File: src/rtl/amdf_pkg.sv
// ----------------------------------------------------------------------------
// amdf_pkg
// Shared types and constants for the admittance mass-damper filter.
// ----------------------------------------------------------------------------
package amdf_pkg;

  localparam int AXES   = 6;
  localparam int AXIS_W = 3;
  localparam int CFG_W  = 31;
  localparam int CIDX_W = 3;

  localparam logic [AXIS_W-1:0] LAST_AXIS  = AXIS_W'(AXES - 1);
  localparam logic [AXIS_W-1:0] FIRST_ANG  = AXIS_W'(3);

  localparam logic [16:0] ALPHA_ONE    = 17'd65536;
  localparam logic [16:0] ALPHA_MIN    = 17'd655;
  localparam logic [25:0] INV_MASS_MAX = 26'd65536000;
  localparam logic [30:0] DAMPING_MIN  = 31'd66;
  localparam logic [24:0] DT_MIN       = 25'd17;
  localparam logic [24:0] DT_MAX       = 25'd16777216;

  localparam logic signed [15:0] VEL_LIM_LIN = 16'sd5243;
  localparam logic signed [15:0] VEL_LIM_ANG = 16'sd26214;
  // acceleration limit; anything this large saturates the velocity anyway
  localparam logic signed [36:0] ACC_LIM  = 37'sd68719476735;

  localparam logic [CIDX_W-1:0] CFG_LPF_ALPHA  = 3'd0;
  localparam logic [CIDX_W-1:0] CFG_FORCE_DB   = 3'd1;
  localparam logic [CIDX_W-1:0] CFG_TORQUE_DB  = 3'd2;
  localparam logic [CIDX_W-1:0] CFG_MAX_DISP   = 3'd3;
  localparam logic [CIDX_W-1:0] CFG_INV_M_LIN  = 3'd4;
  localparam logic [CIDX_W-1:0] CFG_INV_M_ANG  = 3'd5;
  localparam logic [CIDX_W-1:0] CFG_DAMP_LIN   = 3'd6;
  localparam logic [CIDX_W-1:0] CFG_DAMP_ANG   = 3'd7;

  typedef enum logic [4:0] {
    OP_NONE,
    OP_CAPTURE,
    OP_CLEAR,
    OP_MUL_AW,
    OP_MUL_AF,
    OP_FILT_ADD,
    OP_FILT,
    OP_PRE,
    OP_MUL_IM,
    OP_ACC,
    OP_MUL_DTL,
    OP_MUL_DTH,
    OP_DV,
    OP_VEL,
    OP_MUL_VD,
    OP_OFF,
    OP_PUBLISH
  } op_e;

  typedef enum logic [4:0] {
    ST_IDLE,
    ST_CHECK,
    ST_CLEAR,
    ST_MUL_AW,
    ST_MUL_AF,
    ST_FILT_ADD,
    ST_FILT,
    ST_PRE,
    ST_MUL_IM,
    ST_ACC,
    ST_MUL_DTL,
    ST_MUL_DTH,
    ST_DV,
    ST_VEL,
    ST_MUL_VD,
    ST_OFF,
    ST_DONE
  } state_e;

  typedef struct packed {
    op_e               op;
    logic [AXIS_W-1:0] axis;
  } cmd_t;

  typedef struct packed {
    logic inactive;
    logic out_free;
  } status_t;

  typedef struct packed {
    logic [16:0] alpha;
    logic [30:0] force_db;
    logic [30:0] torque_db;
    logic [30:0] max_disp;
    logic [25:0] inv_m_lin;
    logic [25:0] inv_m_ang;
    logic [30:0] damp_lin;
    logic [30:0] damp_ang;
  } cfg_t;

endpackage

File: src/rtl/amdf_ctrl.sv
// ----------------------------------------------------------------------------
// amdf_ctrl
// Sequencer: steps the datapath through the per-axis micro-operations.
// ----------------------------------------------------------------------------
module amdf_ctrl (
  input  logic             clk_i,
  input  logic             rst_ni,
  input  logic             in_valid_i,
  output logic             in_stall_o,
  input  amdf_pkg::status_t status_i,
  output amdf_pkg::cmd_t   cmd_o
);

  amdf_pkg::state_e               st_q, st_d;
  logic [amdf_pkg::AXIS_W-1:0]    axis_q, axis_d;

  always_ff @(posedge clk_i or negedge rst_ni) begin
    if (!rst_ni) begin
      st_q   <= amdf_pkg::ST_IDLE;
      axis_q <= '0;
    end else begin
      st_q   <= st_d;
      axis_q <= axis_d;
    end
  end

  always_comb begin
    st_d       = st_q;
    axis_d     = axis_q;
    cmd_o.op   = amdf_pkg::OP_NONE;
    cmd_o.axis = axis_q;
    in_stall_o = (st_q != amdf_pkg::ST_IDLE);
    unique case (st_q)
      amdf_pkg::ST_IDLE: begin
        if (in_valid_i) begin
          cmd_o.op = amdf_pkg::OP_CAPTURE;
          st_d     = amdf_pkg::ST_CHECK;
        end
      end
      amdf_pkg::ST_CHECK: begin
        axis_d = '0;
        st_d   = status_i.inactive ? amdf_pkg::ST_CLEAR : amdf_pkg::ST_MUL_AW;
      end
      amdf_pkg::ST_CLEAR: begin
        cmd_o.op = amdf_pkg::OP_CLEAR;
        st_d     = amdf_pkg::ST_DONE;
      end
      amdf_pkg::ST_MUL_AW: begin
        cmd_o.op = amdf_pkg::OP_MUL_AW;
        st_d     = amdf_pkg::ST_MUL_AF;
      end
      amdf_pkg::ST_MUL_AF: begin
        cmd_o.op = amdf_pkg::OP_MUL_AF;
        st_d     = amdf_pkg::ST_FILT_ADD;
      end
      amdf_pkg::ST_FILT_ADD: begin
        cmd_o.op = amdf_pkg::OP_FILT_ADD;
        st_d     = amdf_pkg::ST_FILT;
      end
      amdf_pkg::ST_FILT: begin
        cmd_o.op = amdf_pkg::OP_FILT;
        st_d     = amdf_pkg::ST_PRE;
      end
      amdf_pkg::ST_PRE: begin
        cmd_o.op = amdf_pkg::OP_PRE;
        st_d     = amdf_pkg::ST_MUL_IM;
      end
      amdf_pkg::ST_MUL_IM: begin
        cmd_o.op = amdf_pkg::OP_MUL_IM;
        st_d     = amdf_pkg::ST_ACC;
      end
      amdf_pkg::ST_ACC: begin
        cmd_o.op = amdf_pkg::OP_ACC;
        st_d     = amdf_pkg::ST_MUL_DTL;
      end
      amdf_pkg::ST_MUL_DTL: begin
        cmd_o.op = amdf_pkg::OP_MUL_DTL;
        st_d     = amdf_pkg::ST_MUL_DTH;
      end
      amdf_pkg::ST_MUL_DTH: begin
        cmd_o.op = amdf_pkg::OP_MUL_DTH;
        st_d     = amdf_pkg::ST_DV;
      end
      amdf_pkg::ST_DV: begin
        cmd_o.op = amdf_pkg::OP_DV;
        st_d     = amdf_pkg::ST_VEL;
      end
      amdf_pkg::ST_VEL: begin
        cmd_o.op = amdf_pkg::OP_VEL;
        st_d     = amdf_pkg::ST_MUL_VD;
      end
      amdf_pkg::ST_MUL_VD: begin
        cmd_o.op = amdf_pkg::OP_MUL_VD;
        st_d     = amdf_pkg::ST_OFF;
      end
      amdf_pkg::ST_OFF: begin
        cmd_o.op = amdf_pkg::OP_OFF;
        if (axis_q == amdf_pkg::LAST_AXIS) begin
          st_d = amdf_pkg::ST_DONE;
        end else begin
          axis_d = axis_q + 1'b1;
          st_d   = amdf_pkg::ST_MUL_AW;
        end
      end
      amdf_pkg::ST_DONE: begin
        // hold the finished item until the output register frees up
        if (status_i.out_free) begin
          cmd_o.op = amdf_pkg::OP_PUBLISH;
          st_d     = amdf_pkg::ST_IDLE;
        end
      end
      default: st_d = amdf_pkg::ST_IDLE;
    endcase
  end

`ifndef NO_ASSERTIONS
  a_capture_check: assert property (@(posedge clk_i) disable iff (!rst_ni)
    (st_q == amdf_pkg::ST_IDLE && in_valid_i) |=> (st_q == amdf_pkg::ST_CHECK))
    else $error("accepted item did not start the sequence");
  a_axis_range: assert property (@(posedge clk_i) disable iff (!rst_ni)
    axis_q <= amdf_pkg::LAST_AXIS)
    else $error("axis counter out of range");
  a_last_done: assert property (@(posedge clk_i) disable iff (!rst_ni)
    (st_q == amdf_pkg::ST_OFF && axis_q == amdf_pkg::LAST_AXIS)
      |=> (st_q == amdf_pkg::ST_DONE))
    else $error("last axis did not finish the item");
`endif

endmodule

File: config.mk
export PLATFORM = sky130hd
export DESIGN_NAME = amdf_ctrl
export DESIGN_NICKNAME = d
export VERILOG_FILES = /design/src/rtl/amdf_pkg.sv /design/src/rtl/amdf_ctrl.sv
export SDC_FILE = /design/constraint.sdc
export NUM_CORES = 1
export LEC_CHECK = 0
export ABC_CLOCK_PERIOD_IN_PS = 1540
export BUFFER_PORTS_ARGS = -buffer_cell sky130_fd_sc_hd__buf_2
export CAP_MARGIN = 20
export CORE_AREA = 2 2 39 41
export DETAILED_ROUTE_END_ITERATION = 7
export DIE_AREA = 0 0 41 43
export PLACE_DENSITY = 0.66
export SLEW_MARGIN = 20
export SYNTH_ARGS = -nofsm -noshare
export SYNTH_HDL_FRONTEND = slang
export SYNTH_SLANG_ARGS = --single-unit
export TNS_END_PERCENT = 100
File: constraint.sdc
create_clock -name clk_i -period 1.54 [get_ports clk_i]
set_input_delay 0.077 -clock clk_i [delete_from_list [all_inputs] [get_ports clk_i]]
set_output_delay 0.077 -clock clk_i [all_outputs]
set_load 0.01 [all_outputs]
# After elaboration in Yosys (flattened, before gate mapping)
# Index checks and enable logic that the tools add are counted.
# W data, S select, Z words.
[word_totals]
regBits = 8
latchBits = 0
mem_bits_rw = 0
romBits = 0
input_bits = 5
n_memories = 0
[classes]
add_sub_neg = 1
multipliers = 0
div = 0
n_lt_le_gt_ge = 0
n_eq_ne = 20
n_shift = 0
mux = 10
n_bitwise = 0
reduce_logical = 5
[ops]
columns = ["op", "n"]
rows = [
  ["$pmux W5 S17", 1],
  ["$pmux W5 S16", 1],
  ["$eq A5 B4 Y1 const B", 8],
  ["$eq A5 B3 Y1 const B", 4],
  ["$mux W5", 4],
  ["$eq A5 B2 Y1 const B", 2],
  ["$ne A2 B2 Y1 const B", 3],
  ["$pmux W3 S2", 1],
  ["$eq A5 B1 Y1 const B", 1],
  ["$eq A5 B5 Y1 const B", 1],
  ["$logic_not A5 Y1", 1],
  ["$reduce_bool A5 Y1", 1],
  ["$reduce_and A2 Y1", 2],
  ["$add A3 B1 Y3 const B", 1],
  ["$eq A3 B3 Y1 const B", 1],
  ["$mux W3", 1],
  ["$mux W1", 2],
  ["$reduce_bool A2 Y1", 1],
]

# Longest topological paths before layout
# Gate-level depths: netlist of the first run.
[logic_depth]
word_depth = 3
depth_mapped = 5

# Worst setup path after synthesis of the first run
# Ideal clock, no wire load.
[synth_timing]
path_kind = "flip-flop to flip-flop"
startpoint = "reg st_q[1]"
endpoint = "reg axis_q[0] in the netlist's numbering"
setup_ns = 0.131
arrival_ns = 1.077
t_required_ns = 1.409
path_slack_ns = 0.332
stages_incl_launch_ff = 5
path_buffers = 1
synth_period_minus_slack_ns = 1.208
cell_sequence = "dfrtp_1 -> buf_6 -> or3_4 -> o21ai_1 -> mux2i_1"
[synth_between]
elab_chain_cells = 3
[synth_rtl]
columns = ["item", "line_no", "text"]
rows = [
  ["from (decl)", "amdf_ctrl.sv:14", "amdf_pkg::state_e st_q, st_d;"],
  ["from (signal assigned)", "amdf_ctrl.sv:19", "st_q <= amdf_pkg::ST_IDLE;"],
  ["from (signal assigned)", "amdf_ctrl.sv:22", "st_q <= st_d;"],
  ["$eq A5 B4 Y1 or $eq A5 B1 Y1 (tied branches)", "amdf_ctrl.sv:33", "unique case (st_q)"],
  ["$ne A2 B2 Y1 (no source line) or $reduce_bool A2 Y1 (tied branches)", "--", ""],
  ["$reduce_and A2 Y1 (no source line)", "--", ""],
  ["to (signal assigned)", "amdf_ctrl.sv:23", "axis_q <= axis_d;"],
  ["to (decl)", "amdf_ctrl.sv:15", "logic [amdf_pkg::AXIS_W-1:0] axis_q, axis_d;"],
]
# Parallel ways exist; a longest one is shown, timed or not.
# A chain may end at the register's enable or synchronous reset.

==> results.sh, run 1 <==
export IMPL_status="finished, final reports clean"
export IMPL_ys_seq_elements=8
export IMPL_drt_iter0_drc=8
export IMPL_clockPowerShare=0.112
export IMPL_clock_path_buffers=2
export IMPL_clkLatencyLatePin_ps=260
export IMPL_critPathCaptureType="primary output"
export IMPL_die_w_um=41
export IMPL_synthesis_nets=68
export IMPL_syn_area_um2=569
export IMPL_synth_edf_count=0
export IMPL_synth_most_common_cell="dfrtp_1"
export IMPL_swShare=0.433
export IMPL_syn_to_final_growth_pct=26.6
export IMPL_die_area_um2=1760
export IMPL_tns_ps=0
export IMPL_power_density_nw_per_um2=2080
export IMPL_nNetsFinal=90
export IMPL_drc=0
export IMPL_slowest_stage="dfrtp_2"
export IMPL_dp_hpwl_um=811
export IMPL_clk_transition_reported_paths_ps=60
export IMPL_drive_gt1_frac=0.432
export IMPL_max_cap_violations=0
export IMPL_finalCritPeriodShare=0.972
export IMPL_syn_inst=61
export IMPL_cts_root_buf="clkbuf_4"
export IMPL_skew_ps=2.24
export IMPL_pwr_share_seq=0.321
export IMPL_hp_class="input port to flop"
export IMPL_vias=518
export IMPL_synth_top_area_share=0.352
export IMPL_drt_wl_total_um=1220
export IMPL_finalWeightedCongestion=0.812
export IMPL_p_leak_nw=0.349
export IMPL_crit_required_ps=1460
export IMPL_vdd_ir_drop_max_uv=1020
export IMPL_power_w=0.00150
export IMPL_cts_tree="yes"
export IMPL_arrival_ps=1420
export IMPL_rrSetupSlack_ps=170
export IMPL_dr_pass1_iters=2
export IMPL_ys_top_cells_by_count="dfrtp_1 (8), nand2_1 (5), nor2_1 (4)"
export IMPL_synth_top_area_cell="dfrtp_1"
export IMPL_min_from="status_i[0]"
export IMPL_io_buffers=13
export IMPL_r2r_cells=4
export IMPL_ys_flop_type="dfrtp_1"
export IMPL_vias_per_cell=5.34
export IMPL_grt_pass1_vias=418
export IMPL_final_antenna_net_count=0
export IMPL_crit_chain="or3_4, nand2_1, a21oi_2, buf_2"
export IMPL_p_comb_frac=0.567
export IMPL_antenna_found_initial=0
export IMPL_overflow=0
export IMPL_dp_worst_setup_slack_ps=205
export IMPL_track_usage=0.160
export IMPL_synthDistinctLibCells=33
export IMPL_maxSlewViolCount=0
export IMPL_wl_per_cell_um=12.5
export IMPL_p_int_w=0.000849
export IMPL_crit_fanout=7
export IMPL_grt_max_degree=14
export IMPL_nFillCells=130
export IMPL_min_to="st_q[4]"
export IMPL_setup_violations=0
export IMPL_slew_limit_headroom=0.824
export IMPL_worst_slack_ps=43.3
export IMPL_core_area_um2=1380
export IMPL_switchingPower_w=0.000648
export IMPL_finalHoldViolCount=0
export IMPL_clock_sinks=8
export IMPL_grt_pass1_wl_um=1850
export IMPL_syn_area_per_cell_um2=9.33
export IMPL_cts_htree_levels=1
export IMPL_tightestPinTransition_ps=262
export IMPL_max_freq_mhz=668
export IMPL_cp_start_kind="flop"
export IMPL_io_pins=14
export IMPL_rows=14
export IMPL_yosysSeqAreaShare=0.352
export IMPL_r2r_start="st_q[3]"
export IMPL_cts_buffers=3
export IMPL_hold_path_depth=2
export IMPL_critical_path_class="flop to primary output"
export IMPL_async_flop_share=1.00
export IMPL_diodes=0
export IMPL_rsz0062_at_grt="yes"
export IMPL_initial_core_util=0.411
export IMPL_yosys_warnings=0
export IMPL_fin_crit_ps=1500
export IMPL_netlist_top_cells_area="dfrtp_1 (35%), ha_1 (4.4%), nor4_4 (3.7%)"
export IMPL_die_y_um=43
export IMPL_reg2reg_to="axis_q[0]"
export IMPL_max_stage_delay_ps=460
state kept, by name, indices dropped and copies added, names as in the netlist:
| name | count |
|---|---|
| axis_q | 3 |
| st_q | 5 |
worst max path at each step:
stage                     slack [ps]     from   endpoint  depth (start not counted)
after floorplan                  330  st_q[1]  axis_q[0]                          4
after global placement           230  st_q[0]   cmd_o[3]                          4
after detailed placement         210  st_q[0]   cmd_o[3]                          4
after CTS                          5  st_q[2]   cmd_o[3]                          4
after global routing             -30  st_q[0]   cmd_o[3]                          4
final                             40  st_q[3]   cmd_o[3]                          4
per-stage QoR:
step / hold WS (ps) / std cells / cell area [um^2] / utilization
final: 5.30 / 97 / 721 / 0.521
after global routing: 13.2 / 97 / 721 / 0.521
after CTS: 4.14 / 90 / 664 / 0.480
after detailed placement: -62.2 / 86 / 627 / 0.453
after global placement: -63.6 / 86 / 627 / 0.453
after floorplan: -219 / 61 / 569 / -
power by group through the flow:
| stage | clock [W] | combinational [W] | sequential, W |
|---|---|---|---|
| after floorplan | 0 | 0.000668 | 0.000362 |
| after global placement | 0 | 0.000661 | 0.000500 |
| after detailed placement | 0 | 0.000669 | 0.000501 |
| after CTS | 0.000172 | 0.000674 | 0.000509 |
| after global routing | 0.000185 | 0.000937 | 0.000499 |
| final | 0.000167 | 0.000849 | 0.000481 |
placed cells by master, fill, tap and decap left out, types with 2 or more instances in the layout:
master	netlist	layout
a21oi_1	3	2
buf_2	1	13
buf_4	2	8
clkbuf_4	0	3
dfrtp_1	8	4
dfrtp_2	0	4
ha_1	2	2
mux2i_1	2	2
nand2_1	5	5
nand2b_1	2	2
nand3_1	3	3
nor2_1	4	4
nor2b_1	3	3
nor3_1	3	3
o21ai_1	2	2
xor2_1	2	2
layer usage:
metal  wire [um]  track usage  up-vias  part of all wire
met2         587        0.228       10              0.48
met3          46       0.0471        4             0.038
li1            -            -      258                 -
met1         553        0.213      246              0.45
met5           0            0        -                 0
met4          28       0.0800        0             0.023
layout make-up:
class | instances | area, um^2 | area share
Tap cell | 16 | 20.0 | 0.0278
Inverter | 1 | 3.75 | 0.00521
Clock buffer | 3 | 22.5 | 0.0313
Sequential cell | 8 | 205 | 0.285
Timing Repair Buffer | 22 | 135 | 0.188
Multi-Input combinational cell | 47 | 334 | 0.464
critical path: cells and delay by family, from the launching register on:
family | cells | cell delay [ps]
simple gates | 2 | 520
buf+inv | 1 | 140
compound gates | 1 | 50
flops | 1 | 460
timing repair:
item                                    CTS  global route
pin swaps                                 1             3
hold buffers                              1             0
hold endpoints to repair                  8             0
buffers inserted                          0             7
endpoints found under the setup margin    2             2
resized for setup                         4             1
kinds of logic after synthesis:
logic type	count (synthesis)	share of synthesized area
and+or+nand+nor	29	0.323
AOI/OAI and AO/OA	12	0.147
DFF	8	0.352
buffers and inverters	6	0.0681
xor gates and xnor gates	2	0.0308
muxes	2	0.0352
adders and majority gates	2	0.0439
No activity file was read; power rests on OpenSTA's default activity.
==> run 2: changes to the inputs <==
Settings changed: REMOVE_ABC_BUFFERS set to 1.
==> run 2 against run 1 <==
Clock skew up 0.71 ps. Count of clock-buffer cells in the layout unchanged. Maximum frequency down 0.85%. Flip-flop and latch count unchanged. Register-to-register slack worse by 70 ps. Cell area up 1.2%. Highest routed layer is now met3. Utilization up 0.63 points. Cell count up 2.1%. Clock power about the same. Sequential power down 0.8%. Routed wire length up 6.0%.
==> results.sh, run 2 (synthesis gave the netlist of run 1 again) <==
export IMPL_die_w_um=41
export IMPL_cts_root_buf="clkbuf_4"
export IMPL_cts_buffers=3
export IMPL_grt_max_degree=14
export IMPL_fin_crit_ps=1510
export IMPL_maxSlewViolCount=0
export IMPL_cts_tree="yes"
export IMPL_max_cap_violations=0
export IMPL_critPathLaunch="st_q[0]"
export IMPL_nNetsFinal=92
export IMPL_slew_limit_headroom=0.810
export IMPL_pwr_share_seq=0.312
export IMPL_clock_path_buffers=2
export IMPL_crit_fanout=4
export IMPL_wl_per_cell_um=13.0
export IMPL_grt_pass1_vias=431
export IMPL_hold_path_depth=2
export IMPL_finalCritPeriodShare=0.980
export IMPL_clock_sinks=8
export IMPL_finalHoldViolCount=0
export IMPL_finalWeightedCongestion=0.695
export IMPL_crit_required_ps=1460
export IMPL_wl_met3_um=64
export IMPL_skew_ps=2.94
export IMPL_largest_reg_flops=5
export IMPL_dr_pass1_iters=4
export IMPL_max_stage_delay_ps=450
export IMPL_slowest_stage="dfrtp_2"
export IMPL_p_comb_frac=0.580
export IMPL_power_density_nw_per_um2=2090
export IMPL_antenna_found_initial=0
export IMPL_highest_layer="met3"
export IMPL_io_pins=14
export IMPL_grt_pass1_wl_um=1700
export IMPL_r2r_start="st_q[0]"
export IMPL_tightestPinTransition_ps=283
export IMPL_track_usage=0.144
export IMPL_drt_wl_total_um=1290
export IMPL_syn_to_final_growth_pct=28.1
export IMPL_setup_violations=0
export IMPL_cp_start_kind="flop"
export IMPL_drt_met1_wl_um=588
export IMPL_core_area_um2=1380
export IMPL_vias=531
export IMPL_hp_class="input port to flop"
export IMPL_io_buffers=13
export IMPL_r2r_cells=5
export IMPL_die_y_um=43
export IMPL_cts_htree_levels=1
export IMPL_vias_per_cell=5.36
export IMPL_die_area_um2=1760
export IMPL_critPathCaptureType="primary output"
export IMPL_worst_slack_ps=30.5
export IMPL_drc=0
export IMPL_top_register="st_q"
export IMPL_vdd_ir_drop_max_uv=834
export IMPL_swShare=0.430
export IMPL_clkLatencyLatePin_ps=250
export IMPL_final_antenna_net_count=0
export IMPL_final_common_cell="buf_2"
export IMPL_mostFrequentLayoutCells="buf_2 (13), buf_4 (9), nand2_1 (5)"
export IMPL_dp_worst_setup_slack_ps=219
export IMPL_holdWs_ps=16.3
export IMPL_min_from="status_i[0]"
export IMPL_p_int_w=0.000871
export IMPL_tns_ps=0
export IMPL_dp_hpwl_um=826
export IMPL_crit_chain="nor4_4, nand2_1, a21oi_1, buf_2"
export IMPL_diodes=0
export IMPL_arrival_ps=1430
export IMPL_nFillCells=129
export IMPL_dr_wl_met2_um=637
export IMPL_clk_transition_reported_paths_ps=60
export IMPL_top_regs="st_q (5), axis_q (3)"
export IMPL_drt_iter0_drc=3
export IMPL_overflow=0
export IMPL_p_leak_nw=0.357
export IMPL_switchingPower_w=0.000657
export IMPL_drive_gt1_frac=0.434
export IMPL_rows=14
export IMPL_clockPowerShare=0.108
export IMPL_critical_path_class="flop to primary output"
export IMPL_initial_core_util=0.411
export IMPL_status="finished, final reports clean"
export IMPL_max_freq_mhz=662
-- run 2: timing repair --
action | in CTS | in global routing
hold buffers | 1 | 0
gates resized for setup | 3 | 1
endpoints found under the hold margin | 8 | 0
endpoints found under the setup margin | 2 | 2
pin swaps | 1 | 1
cloned | 0 | 0
buffers inserted | 0 | 9
-- run 2: final timing paths --
path,endpoint,slack [ps]
worst max-delay path,cmd_o[3],30
worst max register to register,axis_q[2],100
worst min-delay path,st_q[4],20
min in group asynchronous,axis_q[2],190
max in group asynchronous,st_q[2],1160
worst min register to register,axis_q[0],550
-- run 2: per-layer routing --
| layer | global-route usage | up-vias |
|---|---|---|
| met5 | 0 | - |
| met4 | 0.0800 | 0 |
| li1 | - | 264 |
| met1 | 0.157 | 254 |
| met2 | 0.241 | 13 |
| met3 | 0.0314 | 0 |
-- run 2: final cells by class --
class | instances | area, um^2 | area share
clock buffers | 3 | 22.5 | 0.0309
inverters | 1 | 3.75 | 0.00515
multi-input cells | 47 | 330 | 0.453
flip-flops and latches | 8 | 205 | 0.281
well taps | 16 | 20.0 | 0.0274
repair buffers | 24 | 148 | 0.202
-- run 2: power by group through the flow --
| stage | combinational [W] | sequential (W) | clock, W |
|---|---|---|---|
| global placement | 0.000657 | 0.000502 | 0 |
| finish | 0.000887 | 0.000477 | 0.000164 |
| CTS | 0.000666 | 0.000512 | 0.000169 |
| detailed placement | 0.000662 | 0.000507 | 0 |
| global route | 0.000984 | 0.000490 | 0.000183 |
| floorplan | 0.000468 | 0.000477 | 0 |
-- run 2: per-stage QoR --
| step | std cells | util | cell area (um^2) | power (W) |
|---|---|---|---|---|
| 2_1_floorplan | 56 | - | 534 | 0.000945 |
| 3_3_place_gp | 86 | 0.453 | 627 | 0.00116 |
| 3_5_place_dp | 86 | 0.453 | 627 | 0.00117 |
| 4_1_cts | 90 | 0.479 | 663 | 0.00135 |
| 5_1_grt | 99 | 0.527 | 729 | 0.00166 |
| 6_report | 99 | 0.527 | 729 | 0.00153 |
-- run 2: critical path: cells and delay by family (launching register included) --
kind            cells  cell delay [ps]
flops               1              450
simple gates        2              440
buf+inv             1              150
compound gates      1              140
